===== src/atd_pkg.sv =====
// Shared types and constants for the AT response deframer.
package atd_pkg;

  // Widths fixed by the item fields
  localparam int unsigned ByteW = 8;
  localparam int unsigned LinkW = 4;
  localparam int unsigned LenW  = 11;
  localparam int unsigned EvW   = 2;

  // Match strings
  localparam logic [ByteW-1:0] TXT_OK [2]     = '{8'h4F, 8'h4B};
  localparam logic [ByteW-1:0] TXT_FAILED [6] = '{8'h46, 8'h61, 8'h69, 8'h6C, 8'h65, 8'h64};
  localparam logic [ByteW-1:0] TXT_IPD [5]    = '{8'h2B, 8'h49, 8'h50, 8'h44, 8'h2C};
  localparam int unsigned      OkLen     = 2;
  localparam int unsigned      FailedLen = 6;
  localparam int unsigned      IpdLen    = 5;

  localparam logic [ByteW-1:0] CHAR_CR    = 8'h0D;
  localparam logic [ByteW-1:0] CHAR_LF    = 8'h0A;
  localparam logic [ByteW-1:0] CHAR_COLON = 8'h3A;
  localparam logic [ByteW-1:0] CHAR_COMMA = 8'h2C;
  localparam logic [ByteW-1:0] CHAR_ZERO  = 8'h30;
  localparam logic [ByteW-1:0] CHAR_NINE  = 8'h39;

  localparam logic [LenW-1:0]  MAX_PAYLOAD_RST = 11'd1024;
  localparam logic [LenW-1:0]  LEN_SAT         = 11'd2047;
  localparam logic [LinkW-1:0] LINK_SAT        = 4'd15;

  // Result codes
  typedef enum logic [EvW-1:0] {
    EV_REPLY    = 2'd0,
    EV_DATA     = 2'd1,
    EV_OVERFLOW = 2'd2,
    EV_TOO_LONG = 2'd3
  } event_e;

  // Parser mode, one-hot
  typedef enum logic [3:0] {
    MODE_LINE = 4'b0001,
    MODE_LINK = 4'b0010,
    MODE_LEN  = 4'b0100,
    MODE_DATA = 4'b1000
  } mode_e;

  // Classified byte handed from front to back
  typedef struct packed {
    logic [ByteW-1:0] rx_byte;
    logic             awaiting_reply;
    logic             eol;
    logic             digit;
    logic [3:0]       dval;
    logic             comma;
    logic             colon;
    logic [1:0]       ok_hit;
    logic [7:0]       fail_hit;
    logic [7:0]       ipd_hit;
  } class_t;

endpackage


===== src/atd_chan_if.sv =====
// Valid/ready channel interfaces for received bytes and result events.
interface atd_in_if;
  logic       valid;
  logic       ready;
  logic [7:0] rx_byte;
  logic       awaiting_reply;

  modport source (output valid, rx_byte, awaiting_reply, input ready);
  modport sink   (input valid, rx_byte, awaiting_reply, output ready);
endinterface

interface atd_out_if;
  logic       valid;
  logic       ready;
  logic [1:0] event_res;
  logic       reply_failed;
  logic [7:0] data_byte;
  logic [3:0] link_id;
  logic       payload_last;

  modport source (output valid, event_res, reply_failed, data_byte, link_id, payload_last,
                  input ready);
  modport sink   (input valid, event_res, reply_failed, data_byte, link_id, payload_last,
                  output ready);
endinterface


===== src/atd_classify.sv =====
// Front end: accepts received bytes and classifies each character.
module atd_classify (
  atd_in_if.sink          in_ch,
  output logic            cls_valid_o,
  input  logic            cls_ready_i,
  output atd_pkg::class_t cls_o
);
  import atd_pkg::*;

  assign cls_valid_o = in_ch.valid;
  assign in_ch.ready = cls_ready_i;

  // Character classes and per-position string hits
  always_comb begin
    cls_o                = '0;
    cls_o.rx_byte        = in_ch.rx_byte;
    cls_o.awaiting_reply = in_ch.awaiting_reply;
    cls_o.eol            = (in_ch.rx_byte == CHAR_CR) || (in_ch.rx_byte == CHAR_LF);
    cls_o.digit          = (in_ch.rx_byte >= CHAR_ZERO) && (in_ch.rx_byte <= CHAR_NINE);
    cls_o.dval           = 4'(in_ch.rx_byte - CHAR_ZERO);
    cls_o.comma          = (in_ch.rx_byte == CHAR_COMMA);
    cls_o.colon          = (in_ch.rx_byte == CHAR_COLON);
    for (int i = 0; i < OkLen; i++) begin
      cls_o.ok_hit[i] = (in_ch.rx_byte == TXT_OK[i]);
    end
    for (int i = 0; i < FailedLen; i++) begin
      cls_o.fail_hit[i] = (in_ch.rx_byte == TXT_FAILED[i]);
    end
    for (int i = 0; i < IpdLen; i++) begin
      cls_o.ipd_hit[i] = (in_ch.rx_byte == TXT_IPD[i]);
    end
  end

endmodule


===== src/atd_queue.sv =====
// Two-entry queue of classified bytes between front and back.
module atd_queue (
  input  logic            clk_i,
  input  logic            rst_ni,
  input  logic            wr_valid_i,
  output logic            wr_ready_o,
  input  atd_pkg::class_t wr_data_i,
  output logic            rd_valid_o,
  input  logic            rd_ready_i,
  output atd_pkg::class_t rd_data_o
);
  import atd_pkg::*;

  class_t     mem_q [2];
  logic       wr_ptr_q, wr_ptr_d;
  logic       rd_ptr_q, rd_ptr_d;
  logic [1:0] count_q, count_d;
  logic       push, pop;

  assign wr_ready_o = (count_q != 2'd2);
  assign rd_valid_o = (count_q != 2'd0);
  assign rd_data_o  = mem_q[rd_ptr_q];
  assign push       = wr_valid_i && wr_ready_o;
  assign pop        = rd_valid_o && rd_ready_i;

  // Pointer and fill bookkeeping
  always_comb begin
    wr_ptr_d = push ? ~wr_ptr_q : wr_ptr_q;
    rd_ptr_d = pop ? ~rd_ptr_q : rd_ptr_q;
    count_d  = count_q + 2'(push) - 2'(pop);
  end

  always_ff @(posedge clk_i or negedge rst_ni) begin
    if (!rst_ni) begin
      wr_ptr_q <= 1'b0;
      rd_ptr_q <= 1'b0;
      count_q  <= 2'd0;
    end else begin
      wr_ptr_q <= wr_ptr_d;
      rd_ptr_q <= rd_ptr_d;
      count_q  <= count_d;
    end
  end

  // Storage
  always_ff @(posedge clk_i) begin
    if (push) begin
      mem_q[wr_ptr_q] <= wr_data_i;
    end
  end

endmodule


===== src/atd_exec.sv =====
// Back end: line/header/payload state machine and result register.
module atd_exec #(
  parameter int unsigned LINE_LIMIT = 128
) (
  input  logic            clk_i,
  input  logic            rst_ni,
  input  logic            cfg_we_i,
  input  logic [10:0]     cfg_wdata_i,
  input  logic            cls_valid_i,
  output logic            cls_ready_o,
  input  atd_pkg::class_t cls_i,
  atd_out_if.source       out_ch
);
  import atd_pkg::*;

  localparam int unsigned    PosW     = $clog2(LINE_LIMIT);
  localparam logic [PosW-1:0] POS_FULL = PosW'(LINE_LIMIT - 1);
  localparam logic [PosW-1:0] POS_OK   = PosW'(OkLen);
  localparam logic [PosW-1:0] POS_FAIL = PosW'(FailedLen);
  localparam logic [PosW-1:0] POS_IPD  = PosW'(IpdLen);

  mode_e            mode_q, mode_d;
  logic [PosW-1:0]  pos_q, pos_d;
  logic [2:0]       pm_q, pm_d;
  logic [LinkW-1:0] link_q, link_d;
  logic [LenW-1:0]  len_q, len_d;
  logic [LenW-1:0]  rem_q, rem_d;
  logic [LenW-1:0]  max_q;

  logic             take, emit;
  event_e           ev;
  logic             ev_failed, ev_last;
  logic [ByteW-1:0] ev_data;
  logic [LinkW-1:0] ev_link;
  logic [2:0]       hit;
  logic [PosW-1:0]  pos_inc;
  logic [7:0]       link_mul;
  logic [14:0]      len_mul;

  logic             out_valid_q;
  logic [EvW-1:0]   ev_q;
  logic             failed_q, last_q;
  logic [ByteW-1:0] data_q;
  logic [LinkW-1:0] link_out_q;

  // Take a byte when the result register is free or being drained
  assign take        = cls_valid_i && (!out_valid_q || out_ch.ready);
  assign cls_ready_o = !out_valid_q || out_ch.ready;

  // Which candidate strings still match at the current position
  assign hit[0]   = (pos_q < POS_OK)   && cls_i.ok_hit[pos_q[0]];
  assign hit[1]   = (pos_q < POS_FAIL) && cls_i.fail_hit[pos_q[2:0]];
  assign hit[2]   = (pos_q < POS_IPD)  && cls_i.ipd_hit[pos_q[2:0]];
  assign pos_inc  = pos_q + PosW'(1);
  assign link_mul = {1'b0, link_q, 3'b000} + {3'b000, link_q, 1'b0} + {4'b0000, cls_i.dval};
  assign len_mul  = {1'b0, len_q, 3'b000} + {3'b000, len_q, 1'b0} + {11'd0, cls_i.dval};

  // Next state and result
  always_comb begin
    mode_d    = mode_q;
    pos_d     = pos_q;
    pm_d      = pm_q;
    link_d    = link_q;
    len_d     = len_q;
    rem_d     = rem_q;
    emit      = 1'b0;
    ev        = EV_REPLY;
    ev_failed = 1'b0;
    ev_data   = '0;
    ev_link   = '0;
    ev_last   = 1'b0;
    unique case (mode_q)
      MODE_DATA: begin
        emit    = 1'b1;
        ev      = EV_DATA;
        ev_data = cls_i.rx_byte;
        ev_link = link_q;
        ev_last = (rem_q <= 11'd1);
        if (ev_last) begin
          rem_d  = '0;
          mode_d = MODE_LINE;
          pos_d  = '0;
          pm_d   = 3'b111;
        end else begin
          rem_d = rem_q - 11'd1;
        end
      end
      MODE_LINK, MODE_LEN: begin
        priority if (cls_i.eol) begin
          mode_d = MODE_LINE;
          pos_d  = '0;
          pm_d   = 3'b111;
        end else if (cls_i.digit) begin
          if (mode_q == MODE_LINK) begin
            link_d = (link_mul > 8'(LINK_SAT)) ? LINK_SAT : link_mul[LinkW-1:0];
          end else begin
            len_d = (len_mul > 15'(LEN_SAT)) ? LEN_SAT : len_mul[LenW-1:0];
          end
        end else if (cls_i.comma) begin
          mode_d = MODE_LEN;
        end else if (cls_i.colon) begin
          mode_d = MODE_LINE;
          pos_d  = '0;
          pm_d   = 3'b111;
          if (len_q > max_q) begin
            emit    = 1'b1;
            ev      = EV_TOO_LONG;
            ev_link = link_q;
          end else if (len_q != '0) begin
            rem_d  = len_q;
            mode_d = MODE_DATA;
          end
        end else begin
          mode_d = mode_q;
        end
      end
      default: begin
        priority if (pos_q >= POS_FULL) begin
          pos_d = '0;
          pm_d  = 3'b111;
          emit  = 1'b1;
          ev    = EV_OVERFLOW;
        end else if (cls_i.eol) begin
          pos_d = '0;
          pm_d  = 3'b111;
          if ((pos_q != '0) && cls_i.awaiting_reply) begin
            if (pm_q[0] && (pos_q == POS_OK)) begin
              emit = 1'b1;
              ev   = EV_REPLY;
            end else if (pm_q[1] && (pos_q == POS_FAIL)) begin
              emit      = 1'b1;
              ev        = EV_REPLY;
              ev_failed = 1'b1;
            end
          end
        end else begin
          pm_d  = pm_q & hit;
          pos_d = pos_inc;
          if ((pos_inc == POS_IPD) && pm_d[2]) begin
            pos_d  = '0;
            pm_d   = 3'b111;
            mode_d = MODE_LINK;
            link_d = '0;
            len_d  = '0;
          end
        end
      end
    endcase
  end

  // Parser state and configuration
  always_ff @(posedge clk_i or negedge rst_ni) begin
    if (!rst_ni) begin
      mode_q <= MODE_LINE;
      pos_q  <= '0;
      pm_q   <= 3'b111;
      link_q <= '0;
      len_q  <= '0;
      rem_q  <= '0;
      max_q  <= MAX_PAYLOAD_RST;
    end else begin
      if (take) begin
        mode_q <= mode_d;
        pos_q  <= pos_d;
        pm_q   <= pm_d;
        link_q <= link_d;
        len_q  <= len_d;
        rem_q  <= rem_d;
      end
      if (cfg_we_i) begin
        max_q <= cfg_wdata_i;
      end
    end
  end

  // Result register valid
  always_ff @(posedge clk_i or negedge rst_ni) begin
    if (!rst_ni) begin
      out_valid_q <= 1'b0;
    end else if (take && emit) begin
      out_valid_q <= 1'b1;
    end else if (out_ch.ready) begin
      out_valid_q <= 1'b0;
    end
  end

  // Result payload
  always_ff @(posedge clk_i) begin
    if (take && emit) begin
      ev_q       <= ev;
      failed_q   <= ev_failed;
      data_q     <= ev_data;
      link_out_q <= ev_link;
      last_q     <= ev_last;
    end
  end

  assign out_ch.valid        = out_valid_q;
  assign out_ch.event_res    = ev_q;
  assign out_ch.reply_failed = failed_q;
  assign out_ch.data_byte    = data_q;
  assign out_ch.link_id      = link_out_q;
  assign out_ch.payload_last = last_q;

endmodule


===== src/at_response_ipd_deframer.sv =====
// Top level of the AT response deframer with +IPD payload extraction.
//
//   channel  dir  payload                                               handshake
//   in_ch    in   rx_byte, awaiting_reply                               valid/ready
//   out_ch   out  event_res, reply_failed, data_byte, link_id,         valid/ready
//                 payload_last
//   cfg      in   cfg_wdata_i = max_payload                             cfg_we_i
//
// One byte per cycle sustained while the receiver takes each event; a byte is
// written into the queue on its transfer, and its event is then registered in the
// result register. A two-entry queue parts front and back, and the result register
// holds one event; the next byte is taken only while it is empty or being drained.
// Reset clears the parser to line mode and max_payload to 1024.
module at_response_ipd_deframer #(
  parameter int unsigned LINE_LIMIT = 128
) (
  input  logic        clk_i,
  input  logic        rst_ni,
  atd_in_if.sink      in_ch,
  atd_out_if.source   out_ch,
  input  logic        cfg_we_i,
  input  logic [10:0] cfg_wdata_i
);
  import atd_pkg::*;

  logic   f_valid, f_ready;
  class_t f_data;
  logic   b_valid, b_ready;
  class_t b_data;

  atd_classify u_classify (
    .in_ch       (in_ch),
    .cls_valid_o (f_valid),
    .cls_ready_i (f_ready),
    .cls_o       (f_data)
  );

  atd_queue u_queue (
    .clk_i      (clk_i),
    .rst_ni     (rst_ni),
    .wr_valid_i (f_valid),
    .wr_ready_o (f_ready),
    .wr_data_i  (f_data),
    .rd_valid_o (b_valid),
    .rd_ready_i (b_ready),
    .rd_data_o  (b_data)
  );

  atd_exec #(
    .LINE_LIMIT (LINE_LIMIT)
  ) u_exec (
    .clk_i       (clk_i),
    .rst_ni      (rst_ni),
    .cfg_we_i    (cfg_we_i),
    .cfg_wdata_i (cfg_wdata_i),
    .cls_valid_i (b_valid),
    .cls_ready_o (b_ready),
    .cls_i       (b_data),
    .out_ch      (out_ch)
  );

endmodule


===== src/flat_wrapper.sv =====
// flat-port wrapper written by rule: the top's interface ports become plain ports
module at_response_ipd_deframer_flat import atd_pkg::*;
#(
  parameter int unsigned LINE_LIMIT = 128
)
  (clk_i, rst_ni, cfg_we_i, cfg_wdata_i, in_ch_valid, in_ch_rx_byte, in_ch_awaiting_reply, in_ch_ready, out_ch_valid, out_ch_event_res, out_ch_reply_failed, out_ch_data_byte, out_ch_link_id, out_ch_payload_last, out_ch_ready);
  atd_in_if in_ch_i ();
  atd_out_if out_ch_i ();
  input  logic clk_i;
  input  logic rst_ni;
  input  logic cfg_we_i;
  input  logic [10:0] cfg_wdata_i;
  input wire logic [$bits(in_ch_i.valid)-1:0] in_ch_valid;
  input wire logic [$bits(in_ch_i.rx_byte)-1:0] in_ch_rx_byte;
  input wire logic [$bits(in_ch_i.awaiting_reply)-1:0] in_ch_awaiting_reply;
  output wire logic [$bits(in_ch_i.ready)-1:0] in_ch_ready;
  output wire logic [$bits(out_ch_i.valid)-1:0] out_ch_valid;
  output wire logic [$bits(out_ch_i.event_res)-1:0] out_ch_event_res;
  output wire logic [$bits(out_ch_i.reply_failed)-1:0] out_ch_reply_failed;
  output wire logic [$bits(out_ch_i.data_byte)-1:0] out_ch_data_byte;
  output wire logic [$bits(out_ch_i.link_id)-1:0] out_ch_link_id;
  output wire logic [$bits(out_ch_i.payload_last)-1:0] out_ch_payload_last;
  input wire logic [$bits(out_ch_i.ready)-1:0] out_ch_ready;
  assign in_ch_i.valid = in_ch_valid;
  assign in_ch_i.rx_byte = in_ch_rx_byte;
  assign in_ch_i.awaiting_reply = in_ch_awaiting_reply;
  assign in_ch_ready = in_ch_i.ready;
  assign out_ch_valid = out_ch_i.valid;
  assign out_ch_event_res = out_ch_i.event_res;
  assign out_ch_reply_failed = out_ch_i.reply_failed;
  assign out_ch_data_byte = out_ch_i.data_byte;
  assign out_ch_link_id = out_ch_i.link_id;
  assign out_ch_payload_last = out_ch_i.payload_last;
  assign out_ch_i.ready = out_ch_ready;
  at_response_ipd_deframer #(.LINE_LIMIT(LINE_LIMIT)) u_core (.clk_i(clk_i), .rst_ni(rst_ni), .in_ch(in_ch_i), .out_ch(out_ch_i), .cfg_we_i(cfg_we_i), .cfg_wdata_i(cfg_wdata_i));
endmodule

===== config.mk =====
export PLATFORM = sky130hd
export DESIGN_NAME = at_response_ipd_deframer_flat
export DESIGN_NICKNAME = d
export VERILOG_FILES = /design/src/atd_pkg.sv /design/src/atd_chan_if.sv /design/src/atd_classify.sv /design/src/atd_queue.sv /design/src/atd_exec.sv /design/src/at_response_ipd_deframer.sv /design/src/flat_wrapper.sv
export SDC_FILE = /design/constraint.sdc
export NUM_CORES = 1
export LEC_CHECK = 0
export BUFFER_PORTS_ARGS = -buffer_cell sky130_fd_sc_hd__clkbuf_2
export CORE_AREA = 5 5 130 132
export CTS_CLUSTER_DIAMETER = 200
export CTS_CLUSTER_SIZE = 14
export DETAILED_ROUTE_END_ITERATION = 7
export DIE_AREA = 0 0 135 137
export PLACE_DENSITY = 0.75
export SLEW_MARGIN = 15
export SYNTH_ARGS = -nofsm -noshare
export SYNTH_HDL_FRONTEND = slang
export SYNTH_SLANG_ARGS = --single-unit

===== constraint.sdc =====
create_clock -name clk_i -period 3.9 [get_ports clk_i]
set_input_delay 0.195 -clock clk_i [delete_from_list [all_inputs] [get_ports clk_i]]
set_output_delay 0.195 -clock clk_i [all_outputs]
set_load 0.03 [all_outputs]

* After elaboration in Yosys (flattened, before gate mapping)
Memories as Yosys holds them, arrays and structs flattened.
Cells that the tools add are included.
** Word-level totals
- ROM bits :: 0
- Word-level logic and storage cells :: 199
- RAM bits :: 60
- Memories kept :: 1
- Latch bits :: 0
- Register bits :: 72
- Input bits :: 25
** Memories
- u_core.u_queue.mem_q :: depth 2, width 30, read ports 1, clocked after memory_dff 0, write ports 1, line atd_queue.sv:14 : class_t mem_q [2];
** Cells by class
- Shifts and indexed selects :: 0
- Order comparisons :: 12
- Divide/modulo/power cells :: 0
- Multiply operators :: 0
- Bitwise gates (word level) :: 6
- Reduce and logical (&&, ||, !) cells :: 28
- Eq/ne operators :: 40
- Multiplexer cells :: 87
- Add/sub/neg operators :: 9
** Operators by type and width (number)
- $mux 11 :: 14
- $eq 8x7->1 const B :: 11
- $mux 4 :: 22
- $mux 7 :: 8
- $pmux 11 s2 :: 2
- $eq 8x6->1 const B :: 3
- $mux 3 :: 8
- $pmux 4 s2 :: 3
- $reduce_and 7->1 :: 3
- $mux 1 :: 18
- $ne 2x2->1 const B :: 9
- $eq 8x4->1 const B :: 2
- $add 14x12->15 :: 1
- $add 15x4->15 :: 1
- $gt 15x11->1 const B :: 1
- $eq 7x3->1 const B :: 2
- $lt 7x3->1 const B :: 2
- $pmux 7 s2 :: 1
- $mux 2 :: 6
- $gt 11x11->1 :: 1
- $le 11x1->1 const B :: 1
- $logic_and 1x1->1 :: 11
- $reduce_bool 11->1 :: 1
- $sub 11x1->11 const B :: 1
- 37 further kinds :: 50

* Longest topological paths before layout
- Depth in word-level cells :: 10
- Mapped depth :: 16

* Modules after synthesis
From an unflattened synthesis, not the netlist that was laid out.
** Second synthesis, totals
- Cells, all modules :: 710
- Area total of the unflattened synthesis :: 8052.7 µm²
** Modules (own cells, without submodules)
- atd_exec :: seq. area each 1788.0 µm², area an instance 4779.6 µm², times used 1, cells each 527
- atd_queue :: seq. area each 2202.1 µm², area an instance 2849.0 µm², times used 1, cells each 126
- atd_classify :: seq. area each 0.0 µm², area an instance 424.2 µm², times used 1, cells each 57

* Worst setup path before layout
Ideal clock, no wire load.
- Kind :: reg2reg
- From :: register u_core.u_queue.rd_ptr_q
- To :: register u_core.u_exec.len_q[3]
- Slack :: -174 ps
- Stages on the path, launching flop included :: 17
- Arrival time :: 3955 ps
- Buffers on the path :: 4
- Clock period less this slack :: 4074 ps
- Cell sequence :: dfrtp_1 > buf_2 > buf_2 > buf_1 > mux2_2 > ha_1 > ha_1 > inv_1 > fa_1 > nor2b_1 > o31a_1 > o31ai_1 > a211oi_1 > a2111oi_0 > clkbuf_1 > a21oi_1 > a21o_1
** RTL lines
- start: declaration :: line atd_queue.sv:16 : logic rd_ptr_q, rd_ptr_d;
- start signal: assignment :: line atd_queue.sv:40 : rd_ptr_q <= rd_ptr_d;
- end signal: assignment :: line atd_exec.sv:167 : len_q <= len_d;
- end: declaration :: line atd_exec.sv:26 : logic [LenW-1:0] len_q, len_d;

==> results.md <==
* Worst slew pin tran at between 0.7 and 0.8 ns
* CP bufs+invs at 2
* CTS buffer count at 17
* Final wirelength at 14,900 um
* Crit path DAT at 3.80 ns
* Total Routing Usage GR at 17.0%
* Outcome: finished, final reports clean
* Area growth syn-to-layout at 17.8%
* Mapped cell area at between 0.006 and 0.007 mm2
* Vias per cell at ~5.5
* Number of DRC markers in iteration 0 at between 400 and 500
* Top delay family on crit path: compound AO/OA/AOI/OAI gates
* DP HPWL at around 10,000 um
* CTS tree: done
* Worst Skew at 0.00701 ns
* Post-synth net total at approximately 710
* Crit-path cells: mux2_2 -> ha_1 -> ha_1 -> inv_1 -> fa_1 -> nor2b_1 -> o31a_1 -> o31ai_1 -> a211oi_1 -> a2111oi_1 -> buf_4 -> a21oi_1 -> a21o_1
* Final non-filler cell total at 930
* Clk sinks at ~120
* CTS clock-pin slew for the worst setup and hold paths at 0.05 ns
* Ant diodes at 0
* Share of the synthesized area in the top cell type at ~29%
* Final setup fails at 0
* GRT Residual Overflow at 0
* Final nets at 776
* Period utilization at about nine tenths
* WS Path Type: reg2reg
* Antenna Violating Nets Remaining at 0
* Critical Path RT at 4.20 ns
* Post-synth top flop: edfxtp_1
* Initial antenna violation count at 0
* Busiest grt layer: met2
* Rel. slew slack at between 50% and 60%
* Post-Syn Area per Cell at between 10 and 15 um2
* H-tree Lvls at 4
* Initial Util at 44.2%
* Post-DP Area at 0.00737 mm2
* Grt met1 use at a little over a fifth
* Port Buffers at 42
* Post-detailed-route wirelength per cell at between 15 and 20 um
* Post-CTS setup buffers at 0
* Ys async rst share at 45.9%
* Vias in the first global route at about 5.1k
* I/O Pins at 43
* CP Max Fanout at 11
* CTS root buffer: clkbuf_16
* Highest clock rate at approximately 290 MHz
* # resized after CTS at 0
* Die W at between 100 and 150 um
* Seq/Total Area, Yosys at roughly 50%
* Tmin final at about 3.5 ns
* Max incr delay on CP at around 0.44 ns
* HP Class: in2reg
* Most frequent cell after synthesis: edfxtp_1
* Die Area at ~0.018 mm2
* Placer Congestion at just under 0.9
* Crit start category: flip-flop
* Die height at around 140 um
* First-pass GRT wire length at about 25,000 um
* Worst VDD drop at around 0.00046 V
* Share of layout cells above drive strength 1 at around 16%
* Largest net degree at the start of global routing at 57
* Slowest-stage cell, CP: dfrtp_1
* Core area at approximately 0.016 mm2
* Final Hold Fails at 0
* # DRC at 0
* First-pass DRT Iterations at 5
* FILL cells at roughly 1.4k
* Vias at ~5.1k
* Final instance area at ~0.0081 mm2
* Seq cells post-synth at between 100 and 150
* M2 GR Usage at 28.1%
* Sum Neg Setup Slack at 0 ns
* Clk_lat worst skew at between 0.4 and 0.5 ns
* Yosys top cell by area: edfxtp_1
* Power Density at between 600 and 700 mW/mm2
* Post-synth top cells: edfxtp_1 (66), dfrtp_1 (51), nand2_1 (48)
* Clk buf depth at 2
* Largest cells by area after synthesis: edfxtp_1 (29%), dfrtp_1 (19%), ha_1 (8.3%)
* Met3 usage at about 5.3%
* Worst setup EP type: flip-flop
* Synth cell types at between 70 and 80
* Final slew viol count at 0
* Max-cap viol count at 0
* Most common cell on crit path: ha_1
* Synth Instances at around 640
* EDFF count, synth at 66
* Row cnt at 46
* Placed insts at 886
* Warnings from Yosys at 0
* RSZ-0062 raised after global routing: false
* Leakage power at about 3.4 nW
-- worst register-to-register path, stage by stage (launching register included) --
cell and delay (ns):
dfrtp_1 0.44, mux2_2 0.39, ha_1 0.29, ha_1 0.23, inv_1 0.08, fa_1 0.21, nor2b_1 0.09, o31a_1 0.26
o31ai_1 0.31, a211oi_1 0.13, a2111oi_1 0.43, buf_4 0.25, a21oi_1 0.09, a21o_1 0.18
-- power breakdown --
group          switching (mW)  internal (mW)  total (mW)
Clock                   0.569           1.07        1.64
Sequential              0.220           1.64        1.86
Combinational           0.961          0.692        1.65
Total                    1.75           3.41        5.16
-- area by class of cell --
type                    count  area, um2  share of cell area, %
flip-flops and latches    122       3390                   41.8
well taps                 216        270                   3.33
clock inverters            14        195                   2.40
multi-input cells         453       3270                   40.2
clock buffers              18        429                   5.29
inverters                  43        161                   1.99
repair buffers             64        405                   4.99
-- kinds of logic after synthesis --
logic type	share of synthesized area [%]
compound gates	14.5
xor+xnor	1.78
fa+ha+maj	9.51
buf+inv	3.52
flops	49.2
mux	4.94
simple gates	16.6
-- per-stage QoR --
step	power [mW]	util [%]	hold slack [ns]	setup slack, ns
after CTS	5.20	52.0	0.0170	0.443
after global placement	3.46	47.3	0.384	0.590
final	5.16	52.0	0.0285	0.405
after floorplan	3.07	-	-0.101	0.0115
after detailed placement	3.52	47.3	0.388	0.484
after global routing	5.53	52.0	0.0238	0.191
-- flip-flops by register name, summed over array words and instances, names as in the netlist --
| name | cells |
|---|---|
| u_core.u_exec.len_q | 11 |
| u_core.u_exec.link_q | 4 |
| u_core.u_exec.max_q | 11 |
| u_core.u_exec.mode_q | 4 |
| u_core.u_exec.out_ch.data_byte | 8 |
| u_core.u_exec.out_ch.event_res | 2 |
| u_core.u_exec.out_ch.link_id | 4 |
| u_core.u_exec.out_ch.payload_last | 1 |
| u_core.u_exec.out_ch.reply_failed | 1 |
| u_core.u_exec.out_ch.valid | 1 |
| u_core.u_exec.pm_q | 3 |
| u_core.u_exec.pos_q | 7 |
| u_core.u_exec.rem_q | 11 |
| u_core.u_queue.count_q | 2 |
| u_core.u_queue.mem_q | 50 |
| u_core.u_queue.rd_ptr_q | 1 |
| u_core.u_queue.wr_ptr_q | 1 |
-- layout by cell type (no fill, tap or decap), types with 20 or more instances in the layout --
| cell type | n |
|---|---|
| nand2_1 | 48 |
| a21oi_1 | 38 |
| nor3_1 | 20 |
| dfrtp_1 | 51 |
| edfxtp_1 | 66 |
| inv_1 | 43 |
| clkbuf_2 | 42 |
| o21ai_0 | 34 |
| nor2_1 | 46 |
| ha_1 | 46 |
-- routing by layer --
| metal | vias to the layer above | part of all wire [%] |
|---|---|---|
| li1 | 2491 | - |
| met1 | 2491 | 45 |
| met2 | 123 | 49 |
| met3 | 23 | 4.3 |
| met4 | 0 | 1.7 |
| met5 | - | 0 |
-- final timing paths --
check	from	endpoint	slack [ns]	cells after the start
min in group asynchronous	rst_ni	u_core.u_exec.max_q[8]	0.48	3
worst min-delay path	cfg_wdata_i[4]	u_core.u_exec.max_q[4]	0.03	3
worst max register to register	u_core.u_queue.rd_ptr_q	u_core.u_exec.len_q[4]	0.40	13
max in group asynchronous	rst_ni	u_core.u_exec.pos_q[4]	2.94	3
worst max-delay path	u_core.u_queue.rd_ptr_q	u_core.u_exec.len_q[4]	0.40	13
worst min register to register	u_core.u_exec.pm_q[1]	u_core.u_exec.pm_q[1]	0.48	2
-- what timing repair did --
item | CTS | global route
hold endpoints to repair | 63 | 0
hold buffers | 12 | 0
setup endpoints to repair | 0 | 0
(Power assumes the default switching activity.)
